<file path="src/sv/edrle_pkg.sv">
// Package for the ED-escape run-length decoder.
// Holds shared constants, the run descriptor type and the queue push type.
// No dependencies; the top level, core, result queue and checker import it.
package edrle_pkg;

    localparam logic [7:0]  ESC_BYTE      = 8'hED;
    localparam logic [15:0] MAX_CAPACITY  = 16'd49152;
    localparam logic [15:0] CAP_RESET_VAL = 16'd16384;

    // APB register map: one register per 32-bit word, index taken from paddr[2].
    localparam int unsigned APB_ADDR_W = 3;
    localparam logic        REG_OUTPUT_CAPACITY = 1'b0;

    // Result queue: two entries of headroom beyond the one being drained.
    localparam int unsigned Q_DEPTH  = 4;
    localparam int unsigned QPTR_W   = $clog2(Q_DEPTH);
    localparam int unsigned QCNT_W   = $clog2(Q_DEPTH + 1);
    localparam logic [QCNT_W-1:0] Q_READY_LIMIT = QCNT_W'(Q_DEPTH - 2);

    typedef struct packed {
        logic [7:0]  run_value;
        logic [7:0]  run_length;
        logic [15:0] write_offset;
        logic        buffer_full;
    } t_run;

    // Results produced by one accepted input item, in output order.
    typedef struct packed {
        logic [1:0] cnt;
        t_run       run0;
        t_run       run1;
    } t_push;

endpackage

</file>
<file path="src/sv/edrle_if.sv">
// Handshake interfaces for the ED-escape run-length decoder channels.
// The input channel carries compressed bytes, the output channel run descriptors.
// No dependencies.
interface edrle_in_if;
    logic       valid;
    logic       ready;
    logic [7:0] in_byte;
    logic       end_of_stream;

    modport source (output valid, output in_byte, output end_of_stream, input ready);
    modport sink   (input valid, input in_byte, input end_of_stream, output ready);
endinterface

interface edrle_out_if;
    logic        valid;
    logic        ready;
    logic [7:0]  run_value;
    logic [7:0]  run_length;
    logic [15:0] write_offset;
    logic        buffer_full;

    modport source (output valid, output run_value, output run_length,
                    output write_offset, output buffer_full, input ready);
    modport sink   (input valid, input run_value, input run_length,
                    input write_offset, input buffer_full, output ready);
endinterface

</file>
<file path="src/sv/ed_escape_rle_decoder.sv">
// ED-escape run-length decoder, top level: APB register, decode core, result queue.
// A run descriptor is registered into the result queue when its byte is accepted.
// Throughput: one byte per cycle while input ready is high; a byte yielding two runs queues both.
// Input ready drops when the four-entry result queue has fewer than two free entries.
// Reset (synchronous, active low) empties the queue, sets the decoder idle at offset 0
// and output_capacity to 16384.
module ed_escape_rle_decoder import edrle_pkg::*; (
    input  logic                  i_clk,
    input  logic                  i_rst_n,
    edrle_in_if.sink              i_in,
    edrle_out_if.source           o_out,
    input  logic                  psel,
    input  logic                  penable,
    input  logic                  pwrite,
    input  logic [APB_ADDR_W-1:0] paddr,
    input  logic [31:0]           pwdata,
    output logic [31:0]           prdata,
    output logic                  pready
);

    logic [15:0] r_capacity;
    logic        take;
    t_push       push;
    t_run        run;
    logic        room;

    assign pready = 1'b1;
    assign prdata = (paddr[2] == REG_OUTPUT_CAPACITY) ? {16'd0, r_capacity} : 32'd0;

    always_ff @(posedge i_clk) begin
        if (!i_rst_n) begin
            r_capacity <= CAP_RESET_VAL;
        end else if (psel && penable && pwrite && (paddr[2] == REG_OUTPUT_CAPACITY)) begin
            r_capacity <= pwdata[15:0];
        end
    end

    assign i_in.ready = room;
    assign take       = i_in.valid && room;

    edrle_core u_core (
        .i_clk      (i_clk),
        .i_rst_n    (i_rst_n),
        .i_capacity (r_capacity),
        .i_take     (take),
        .i_in_byte  (i_in.in_byte),
        .i_eos      (i_in.end_of_stream),
        .o_push     (push)
    );

    edrle_result_q u_q (
        .i_clk   (i_clk),
        .i_rst_n (i_rst_n),
        .i_push  (push),
        .i_pop   (o_out.ready),
        .o_room  (room),
        .o_valid (o_out.valid),
        .o_run   (run)
    );

    assign o_out.run_value    = run.run_value;
    assign o_out.run_length   = run.run_length;
    assign o_out.write_offset = run.write_offset;
    assign o_out.buffer_full  = run.buffer_full;

endmodule

</file>
<file path="src/sv/edrle_core.sv">
// Decoder state and per-byte decode logic of the ED-escape run-length decoder.
// Produces zero, one or two run descriptors per accepted byte.
// Depends on edrle_pkg.
module edrle_core import edrle_pkg::*; (
    input  logic        i_clk,
    input  logic        i_rst_n,
    input  logic [15:0] i_capacity,
    input  logic        i_take,
    input  logic [7:0]  i_in_byte,
    input  logic        i_eos,
    output t_push       o_push
);

    typedef enum logic [2:0] {
        PH_IDLE       = 3'd0,
        PH_SEEN_ED    = 3'd1,
        PH_WANT_COUNT = 3'd2,
        PH_WANT_VALUE = 3'd3,
        PH_FULL       = 3'd4
    } t_phase;

    t_phase      r_phase, n_phase;
    logic [7:0]  r_count, n_count;
    logic [15:0] r_wp, n_wp;

    always_comb begin
        logic [15:0] cap;
        logic [15:0] rem;
        logic        full_now;
        logic        emit1;
        logic        emit2;
        logic        emit2_ok;
        logic [7:0]  v1;
        logic [7:0]  req1;
        logic [7:0]  len1;
        logic [15:0] wp1;
        logic [15:0] wp2;
        logic        full1;
        logic        full2;

        cap      = (i_capacity > MAX_CAPACITY) ? MAX_CAPACITY : i_capacity;
        full_now = (r_wp >= cap) || (r_phase == PH_FULL);
        rem      = cap - r_wp;

        n_phase = r_phase;
        n_count = r_count;
        n_wp    = r_wp;
        emit1   = 1'b0;
        emit2   = 1'b0;
        v1      = i_in_byte;
        req1    = 8'd1;

        if (full_now) begin
            n_phase = PH_FULL;
        end else begin
            case (r_phase)
                PH_SEEN_ED: begin
                    if (i_in_byte == ESC_BYTE) begin
                        n_phase = PH_WANT_COUNT;
                    end else begin
                        // The held ED goes out as a literal, then this byte if the buffer is not yet full.
                        n_phase = PH_IDLE;
                        emit1   = 1'b1;
                        v1      = ESC_BYTE;
                        emit2   = 1'b1;
                    end
                end
                PH_WANT_COUNT: begin
                    n_count = i_in_byte;
                    n_phase = PH_WANT_VALUE;
                end
                PH_WANT_VALUE: begin
                    n_phase = PH_IDLE;
                    n_count = 8'd0;
                    if (r_count != 8'd0) begin
                        emit1 = 1'b1;
                        req1  = r_count;
                    end
                end
                default: begin
                    if (i_in_byte == ESC_BYTE) begin
                        n_phase = PH_SEEN_ED;
                    end else begin
                        n_phase = PH_IDLE;
                        emit1   = 1'b1;
                    end
                end
            endcase
        end

        // A lone ED held at end of stream is flushed as a literal.
        if (i_eos && (n_phase == PH_SEEN_ED)) begin
            emit1 = 1'b1;
            v1    = ESC_BYTE;
        end

        len1     = ({8'd0, req1} < rem) ? req1 : rem[7:0];
        wp1      = r_wp + {8'd0, len1};
        full1    = (wp1 >= cap);
        emit2_ok = emit2 && !full1;
        wp2      = wp1 + 16'd1;
        full2    = (wp2 >= cap);

        if (emit1) begin
            n_wp = wp1;
            if (full1) begin
                n_phase = PH_FULL;
            end
        end
        if (emit2_ok) begin
            n_wp = wp2;
            if (full2) begin
                n_phase = PH_FULL;
            end
        end

        if (i_eos) begin
            n_phase = PH_IDLE;
            n_count = 8'd0;
            n_wp    = 16'd0;
        end

        o_push.run0.run_value    = v1;
        o_push.run0.run_length   = len1;
        o_push.run0.write_offset = r_wp;
        o_push.run0.buffer_full  = full1;
        o_push.run1.run_value    = i_in_byte;
        o_push.run1.run_length   = 8'd1;
        o_push.run1.write_offset = wp1;
        o_push.run1.buffer_full  = full2;
        if (!i_take || !emit1) begin
            o_push.cnt = 2'd0;
        end else if (emit2_ok) begin
            o_push.cnt = 2'd2;
        end else begin
            o_push.cnt = 2'd1;
        end
    end

    always_ff @(posedge i_clk) begin
        if (!i_rst_n) begin
            r_phase <= PH_IDLE;
            r_count <= 8'd0;
            r_wp    <= 16'd0;
        end else if (i_take) begin
            r_phase <= n_phase;
            r_count <= n_count;
            r_wp    <= n_wp;
        end
    end

endmodule

</file>
<file path="src/sv/edrle_result_q.sv">
// Small result queue of the ED-escape run-length decoder.
// Takes up to two run descriptors per cycle and hands out one per transaction.
// Depends on edrle_pkg.
module edrle_result_q import edrle_pkg::*; (
    input  logic  i_clk,
    input  logic  i_rst_n,
    input  t_push i_push,
    input  logic  i_pop,
    output logic  o_room,
    output logic  o_valid,
    output t_run  o_run
);

    t_run              r_mem [Q_DEPTH];
    logic [QPTR_W-1:0] r_wr_ptr, r_rd_ptr;
    logic [QCNT_W-1:0] r_cnt;
    logic              pop_ok;
    logic [QPTR_W-1:0] wr_ptr_p1;

    assign pop_ok    = i_pop && (r_cnt != '0);
    assign o_valid   = (r_cnt != '0);
    assign o_run     = r_mem[r_rd_ptr];
    assign o_room    = (r_cnt <= Q_READY_LIMIT);
    assign wr_ptr_p1 = r_wr_ptr + QPTR_W'(1);

    always_ff @(posedge i_clk) begin
        if (i_push.cnt != 2'd0) begin
            r_mem[r_wr_ptr] <= i_push.run0;
        end
        if (i_push.cnt == 2'd2) begin
            r_mem[wr_ptr_p1] <= i_push.run1;
        end
    end

    always_ff @(posedge i_clk) begin
        if (!i_rst_n) begin
            r_wr_ptr <= '0;
            r_rd_ptr <= '0;
            r_cnt    <= '0;
        end else begin
            r_wr_ptr <= r_wr_ptr + QPTR_W'(i_push.cnt);
            if (pop_ok) begin
                r_rd_ptr <= r_rd_ptr + QPTR_W'(1);
            end
            r_cnt <= r_cnt + QCNT_W'(i_push.cnt) - QCNT_W'(pop_ok);
        end
    end

endmodule

</file>
<file path="src/flat_wrapper.sv">
// flat-port wrapper written by rule: the top's interface ports become plain ports
module ed_escape_rle_decoder_flat import edrle_pkg::*;
  (i_clk, i_rst_n, psel, penable, pwrite, paddr, pwdata, prdata, pready, i_in_valid, i_in_in_byte, i_in_end_of_stream, i_in_ready, o_out_valid, o_out_run_value, o_out_run_length, o_out_write_offset, o_out_buffer_full, o_out_ready);
  edrle_in_if i_in_i ();
  edrle_out_if o_out_i ();
  input  logic i_clk;
  input  logic i_rst_n;
  input  logic psel;
  input  logic penable;
  input  logic pwrite;
  input  logic [APB_ADDR_W-1:0] paddr;
  input  logic [31:0] pwdata;
  output logic [31:0] prdata;
  output logic pready;
  input wire logic [$bits(i_in_i.valid)-1:0] i_in_valid;
  input wire logic [$bits(i_in_i.in_byte)-1:0] i_in_in_byte;
  input wire logic [$bits(i_in_i.end_of_stream)-1:0] i_in_end_of_stream;
  output wire logic [$bits(i_in_i.ready)-1:0] i_in_ready;
  output wire logic [$bits(o_out_i.valid)-1:0] o_out_valid;
  output wire logic [$bits(o_out_i.run_value)-1:0] o_out_run_value;
  output wire logic [$bits(o_out_i.run_length)-1:0] o_out_run_length;
  output wire logic [$bits(o_out_i.write_offset)-1:0] o_out_write_offset;
  output wire logic [$bits(o_out_i.buffer_full)-1:0] o_out_buffer_full;
  input wire logic [$bits(o_out_i.ready)-1:0] o_out_ready;
  assign i_in_i.valid = i_in_valid;
  assign i_in_i.in_byte = i_in_in_byte;
  assign i_in_i.end_of_stream = i_in_end_of_stream;
  assign i_in_ready = i_in_i.ready;
  assign o_out_valid = o_out_i.valid;
  assign o_out_run_value = o_out_i.run_value;
  assign o_out_run_length = o_out_i.run_length;
  assign o_out_write_offset = o_out_i.write_offset;
  assign o_out_buffer_full = o_out_i.buffer_full;
  assign o_out_i.ready = o_out_ready;
  ed_escape_rle_decoder u_core (.i_clk(i_clk), .i_rst_n(i_rst_n), .i_in(i_in_i), .o_out(o_out_i), .psel(psel), .penable(penable), .pwrite(pwrite), .paddr(paddr), .pwdata(pwdata), .prdata(prdata), .pready(pready));
endmodule
</file>
<file path="config.mk">
export PLATFORM = sky130hd
export DESIGN_NAME = ed_escape_rle_decoder_flat
export DESIGN_NICKNAME = d
export VERILOG_FILES = /design/src/sv/edrle_pkg.sv /design/src/sv/edrle_if.sv /design/src/sv/ed_escape_rle_decoder.sv /design/src/sv/edrle_core.sv /design/src/sv/edrle_result_q.sv /design/src/flat_wrapper.sv
export SDC_FILE = /design/constraint.sdc
export NUM_CORES = 1
export LEC_CHECK = 0
export ABC_AREA = 1
export BUFFER_PORTS_ARGS = -buffer_cell sky130_fd_sc_hd__buf_2
export CORE_MARGIN = 3
export CORE_UTILIZATION = 61
export DETAILED_ROUTE_END_ITERATION = 10
export PLACE_DENSITY = 0.85
export REMOVE_ABC_BUFFERS = 1
export SLEW_MARGIN = 15
export SYNTH_ARGS = -nofsm -noshare
export SYNTH_HDL_FRONTEND = slang
export SYNTH_HIERARCHICAL = 1
export SYNTH_SLANG_ARGS = --single-unit
</file>
<file path="constraint.sdc">
create_clock -name i_clk -period 12.6 [get_ports i_clk]
set_input_delay 1.26 -clock i_clk [delete_from_list [all_inputs] [get_ports i_clk]]
set_output_delay 1.26 -clock i_clk [all_outputs]
set_load 0.01 [all_outputs]
</file>
[Word level (Yosys, flattened, before mapping)]
Memories as Yosys holds them, arrays and structs flattened. A register that Yosys moved wholly into a read port is not among the register bits.
Index checks and enable logic that the tools add are counted.
Cells by class
  add/subtract/negate cells: 8
  order comparisons: 6
  equality and inequality tests: 8
  multiplexer cells: 40
  bitwise logic cells: 1
  reduce and logical (&&, ||, !) cells: 19
Operators by type and width (number)
  2-to-1 mux 16 bit: 5
  2-to-1 mux 8 bit: 10
  >= comparator 16 bit: 3
  2-to-1 mux 3 bit: 6
  adder 16 x 1 -> 16 bit (second input constant): 1
  adder 16 x 8 -> 16 bit: 1
  > comparator 16 bit (second input constant): 1
  less-than comparator 8 x 16 -> 1 bit: 1
  one-hot mux 8 bit (2 select lines): 1
  subtractor 16 bit: 1
  2-to-1 mux 1 bit: 11
  2-to-1 mux 2 bit: 5
  one-hot mux 3 bit (3 select lines): 1
  nonzero test 3 bit: 3
  equality test 8 bit (second input constant): 1
  nonzero test 8 bit: 1
  logical AND 1 bit: 7
  equality test 3 x 1 -> 1 bit (second input constant): 2
  equality test 3 x 2 -> 1 bit (second input constant): 2
  adder 2 x 1 -> 2 bit (second input constant): 2
  adder 3 x 2 -> 3 bit: 1
  equality test 3 bit (second input constant): 1
  less-or-equal comparator 3 x 2 -> 1 bit (second input constant): 1
  zero test 1 bit: 3
  other kinds (10): 11
Storage, ports and cells
  flip-flop bits (word level): 50
  bits in writable memories: 132
  input port bits: 51
  output and inout port bits: 68
  word-level logic and storage cells: 90
  memories: 1
Memory list
  u_core.u_q.r_mem: words 4, width 33, rd ports 1, clocked after memory_dff 1, wr ports 2, RTL line edrle_result_q.sv:14  | t_run r_mem [Q_DEPTH];

[Logic depth before layout (Yosys ltp)]
  depth in word-level cells: 16
  depth in mapped cells: 59
  gate-level depth less buffers: 58

[Hierarchy]
Netlist, hierarchy kept.
Modules (own cells, without submodules)
  edrle_result_q: instances 1, cells an instance 710, area an instance 6936.7 sq um, sequential area each 4144.0 sq um
  edrle_core: instances 1, cells an instance 815, area an instance 4747.1 sq um, sequential area each 540.5 sq um
  ed_escape_rle_decoder: instances 1, cells an instance 161, area an instance 1059.8 sq um, sequential area each 320.3 sq um

[Least setup slack after synthesis]
Ideal clock, no wire load.
  path kind: reg2reg
  start: reg u_core.r_capacity[2]
  end: mem u_core/u_q/r_mem[0][0] (netlist bit), enable pin
  setup time: 0.474 ns
  arrival time: 9.520 ns
  path slack: 2.607 ns
  cell stages (with the launch flop): 49
  path buffers: 2
  clock period less this slack: 9.993 ns
  path through: dfxtp_1 -> nor2_1 -> nand2_1 -> nor2_1 -> nand2_1 -> nand2_2 -> clkbuf_1 -> nand2_1 -> inv_1 -> ha_1 -> a21oi_1 -> o21ai_0 -> a221oi_1 -> nand2_2 -> nand2_4 -> nor2_1 -> ha_1 -> a21oi_1 -> (+13 left out) -> nor2_1 -> nand2_1 -> nand2_1 -> inv_1 -> ha_1 -> nand2_1 -> o21ai_0 -> a21o_1 -> a21oi_1 -> nor2_1 -> nand3b_1 -> nor2_1 -> nand2_4 -> inv_2 -> buf_4 -> nor2_1 -> nor2_1 -> o31ai_1
RTL lines
  from (decl): RTL line ed_escape_rle_decoder.sv:21  | logic [15:0] r_capacity;
  from (signal assigned): RTL line ed_escape_rle_decoder.sv:34  | r_capacity <= pwdata[15:0];
  to (decl): RTL line edrle_result_q.sv:14

==> flow_summary.yaml <==
detailed_routing:
  drc: 0
  routed_wl_um: 31400
  drt_iter0_drc: 989
  dr.pass1.iters: 5
  wl_per_cell_um: 15.7
  antenna_left: 0
  viasPerCell: 5.62
  vias: 11200
floorplanning:
  start_util: 0.626
  placementRows: 52
  die_w_um: 151
  core_area_um2: 20400
  ios: 119
  dieArea_um2: 22700
  die_h_um: 151
critical_path:
  r2r_slack_ns: 2.14
  start_kind: "flop"
  crit_top_cell: "nand2_1"
  worstSetupPathType: "flop to flop"
  required_ns: 12.70
  arrival_ns: 10.56
  cp_slowest_cell: "o31ai_4"
  max_stage_delay_ns: 0.82
  crit_path_max_fanout: 23
  end_kind: "flop"
timing:
  rsz0062_at_grt: "false"
  max-slew-margin-rel: 0.279
  tns_ns: 0
  finalSetupViolCount: 0
  skew_ns: 0.0120
  min_period_ns: 10.46
  final-max-slew-violation-count: 0
  max_freq_mhz: 95.6
  worst_pin_slew_ns: 1.08
  hold_viol: 0
  whs_ns: 0.487
  min_period_over_period: 0.830
clock_network:
  path_clk_slew_ns: 0.07
  cts_resized: 0
  numCtsBuffers: 17
  cts_hold_buffers: 0
  cts_buffer_depth: 2
  numClockSinks: 184
  cts_setup_buffers: 0
  root_buffer: "clkbuf_16"
  clk-insertion-delay-late_ns: 0.43
  cts_tree: "done"
  cts-htree-levels: 4
yosys:
  synth_edf_count: 132
  async_flop_share: 0
  synth_top_cell_area_share: 0.311
  synth.distinct_cells: 56
  ys.flop_type: "edfxtp_1"
  syn_area_um2: 12700
  synth_top_area_cell: "edfxtp_1"
  synth_area_leaders: "edfxtp_1, nand2_1, dfxtp_1"
  synthCells: 1686
  ys_seq_area_frac: 0.393
  avgSynthCellArea_um2: 7.56
  ys_seq_elements: 184
  ys_warn_count: 6
global_routing:
  grt_overflow_total: 0
  grt_pass1_wl_um: 49600
  grt_pass1_vias: 10100
  grt_antenna_before_repair: 0
  track_usage: 0.277
  grt_max_degree: 68
run_status:
  status: "finished clean"
layout:
  layout-area-overhead-vs-synth_pct: 6.49
  layout_commonest_cell: "nand2_1"
  final_cell_mix: "nand2_1, inv_1, nor2_1"
  drive_gt1_frac: 0.122
  fill_cells: 1642
  diodes: 0
  fin_nets: 1835
placement:
  portBuffers: 83
  place.gp.congestion: 0.981
  place.detailed.hpwl_um: 21600
job:
  drv_cap: 0
power_and_ir_drop:
  p_leak_uw: 0.00611
  power.density_nw_per_um2: 173
  peakVddDrop_mv: 0.0929
worst_hold_path:
  hold_class: "flop to flop"
## per-layer routing
layer  GRT usage  vias to the layer above  share of wire
met1       0.357                     5083           0.41
met4      0.0947                        0          0.026
met5           0                        -              0
li1            -                     5569              -
met2       0.475                      507           0.48
met3      0.0418                       71          0.085
## power by group
part,total (uW),internal [uW],switching [uW]
Combinational,1030,342,686
Sequential,816,753,62.7
Clock,507,260,247
## metrics by stage
step	worst slack [ns]	total power, uW	std cells	utilization	area [um^2]
6_report	2.14	2350	1999	0.666	13600
5_1_grt	1.44	2510	1999	0.666	13600
4_1_cts	2.31	2340	1999	0.666	13600
3_5_place_dp	2.38	1830	1967	0.639	13000
3_3_place_gp	2.49	1790	1967	0.639	13000
2_1_floorplan	2.86	1520	1604	-	12100
## cells in the mapped netlist, types with 5 or more instances
master / instances
nor2_2: 18
or2_2: 6
o21ai_1: 117
buf_2: 21
buf_6: 18
a21oi_1: 54
inv_2: 7
o22ai_1: 33
nand2_2: 5
clkbuf_1: 25
nor3_1: 15
nand4_1: 20
edfxtp_1: 132
nor4_1: 5
o21ai_2: 16
dfxtp_1: 52
o21ai_0: 85
nand3_2: 7
xnor2_1: 5
nand3_1: 74
xor2_1: 18
ha_1: 65
a21o_1: 5
nand2_4: 6
nor2_1: 195
buf_4: 35
nand2_1: 393
inv_1: 203
## logic make-up (layout without fill, tap and decap cells)
group | Yosys count | in the layout | synth area share
adder cells (fa/ha/maj) | 68 | 68 | 0.0685
flip-flops | 184 | 184 | 0.393
AND/OR/NAND/NOR | 757 | 757 | 0.257
XOR/XNOR | 24 | 24 | 0.0171
other | 4 | 25 | 0.00118
buffers and inverters | 317 | 339 | 0.118
AO/OA/AOI/OAI | 332 | 332 | 0.145
## flip-flops by register name (all words and copies together), names as in the netlist, named ones only
signal,count
u_core/u_core/r_wp,16
u_core/u_q/r_mem,132
u_core/u_core/r_phase,3
u_core/u_q/r_wr_ptr,2
u_core/u_q/r_cnt,3
u_core/u_core/r_count,8
u_core/r_capacity,16
u_core/u_q/r_rd_ptr,2
## path summary, 6_finish.rpt
check | endpoint | startpoint | cells past startpoint
max | u_core/u_q/r_mem[0][28] | u_core/r_capacity[2] | 47
min | u_core/u_core/r_phase[1] | u_core/u_core/r_phase[1] | 2
max reg2reg | u_core/u_q/r_mem[0][28] | u_core/r_capacity[2] | 47
min reg2reg | u_core/u_core/r_phase[1] | u_core/u_core/r_phase[1] | 2
## area by class of cell
type / instances / area [um^2] / share of cell area
Clock buffer: 17 / 425 / 0.0313
Clock inverter: 15 / 136 / 0.0100
Inverter: 214 / 807 / 0.0595
Multi-Input combinational cell: 1206 / 6370 / 0.469
Sequential cell: 184 / 5010 / 0.369
Tap cell: 270 / 338 / 0.0249
Timing Repair Buffer: 93 / 490 / 0.0361
## critical path, delay by kind of cell, from the launching register on
| kind | cells | cell delay, ns |
|---|---|---|
| flip-flops | 1 | 0.36 |
| buffers and inverters | 5 | 0.96 |
| AO/OA/AOI/OAI | 10 | 2.80 |
| AND/OR/NAND/NOR | 27 | 4.37 |
| adder cells (fa/ha/maj) | 5 | 1.58 |
(Power assumes the default switching activity.)
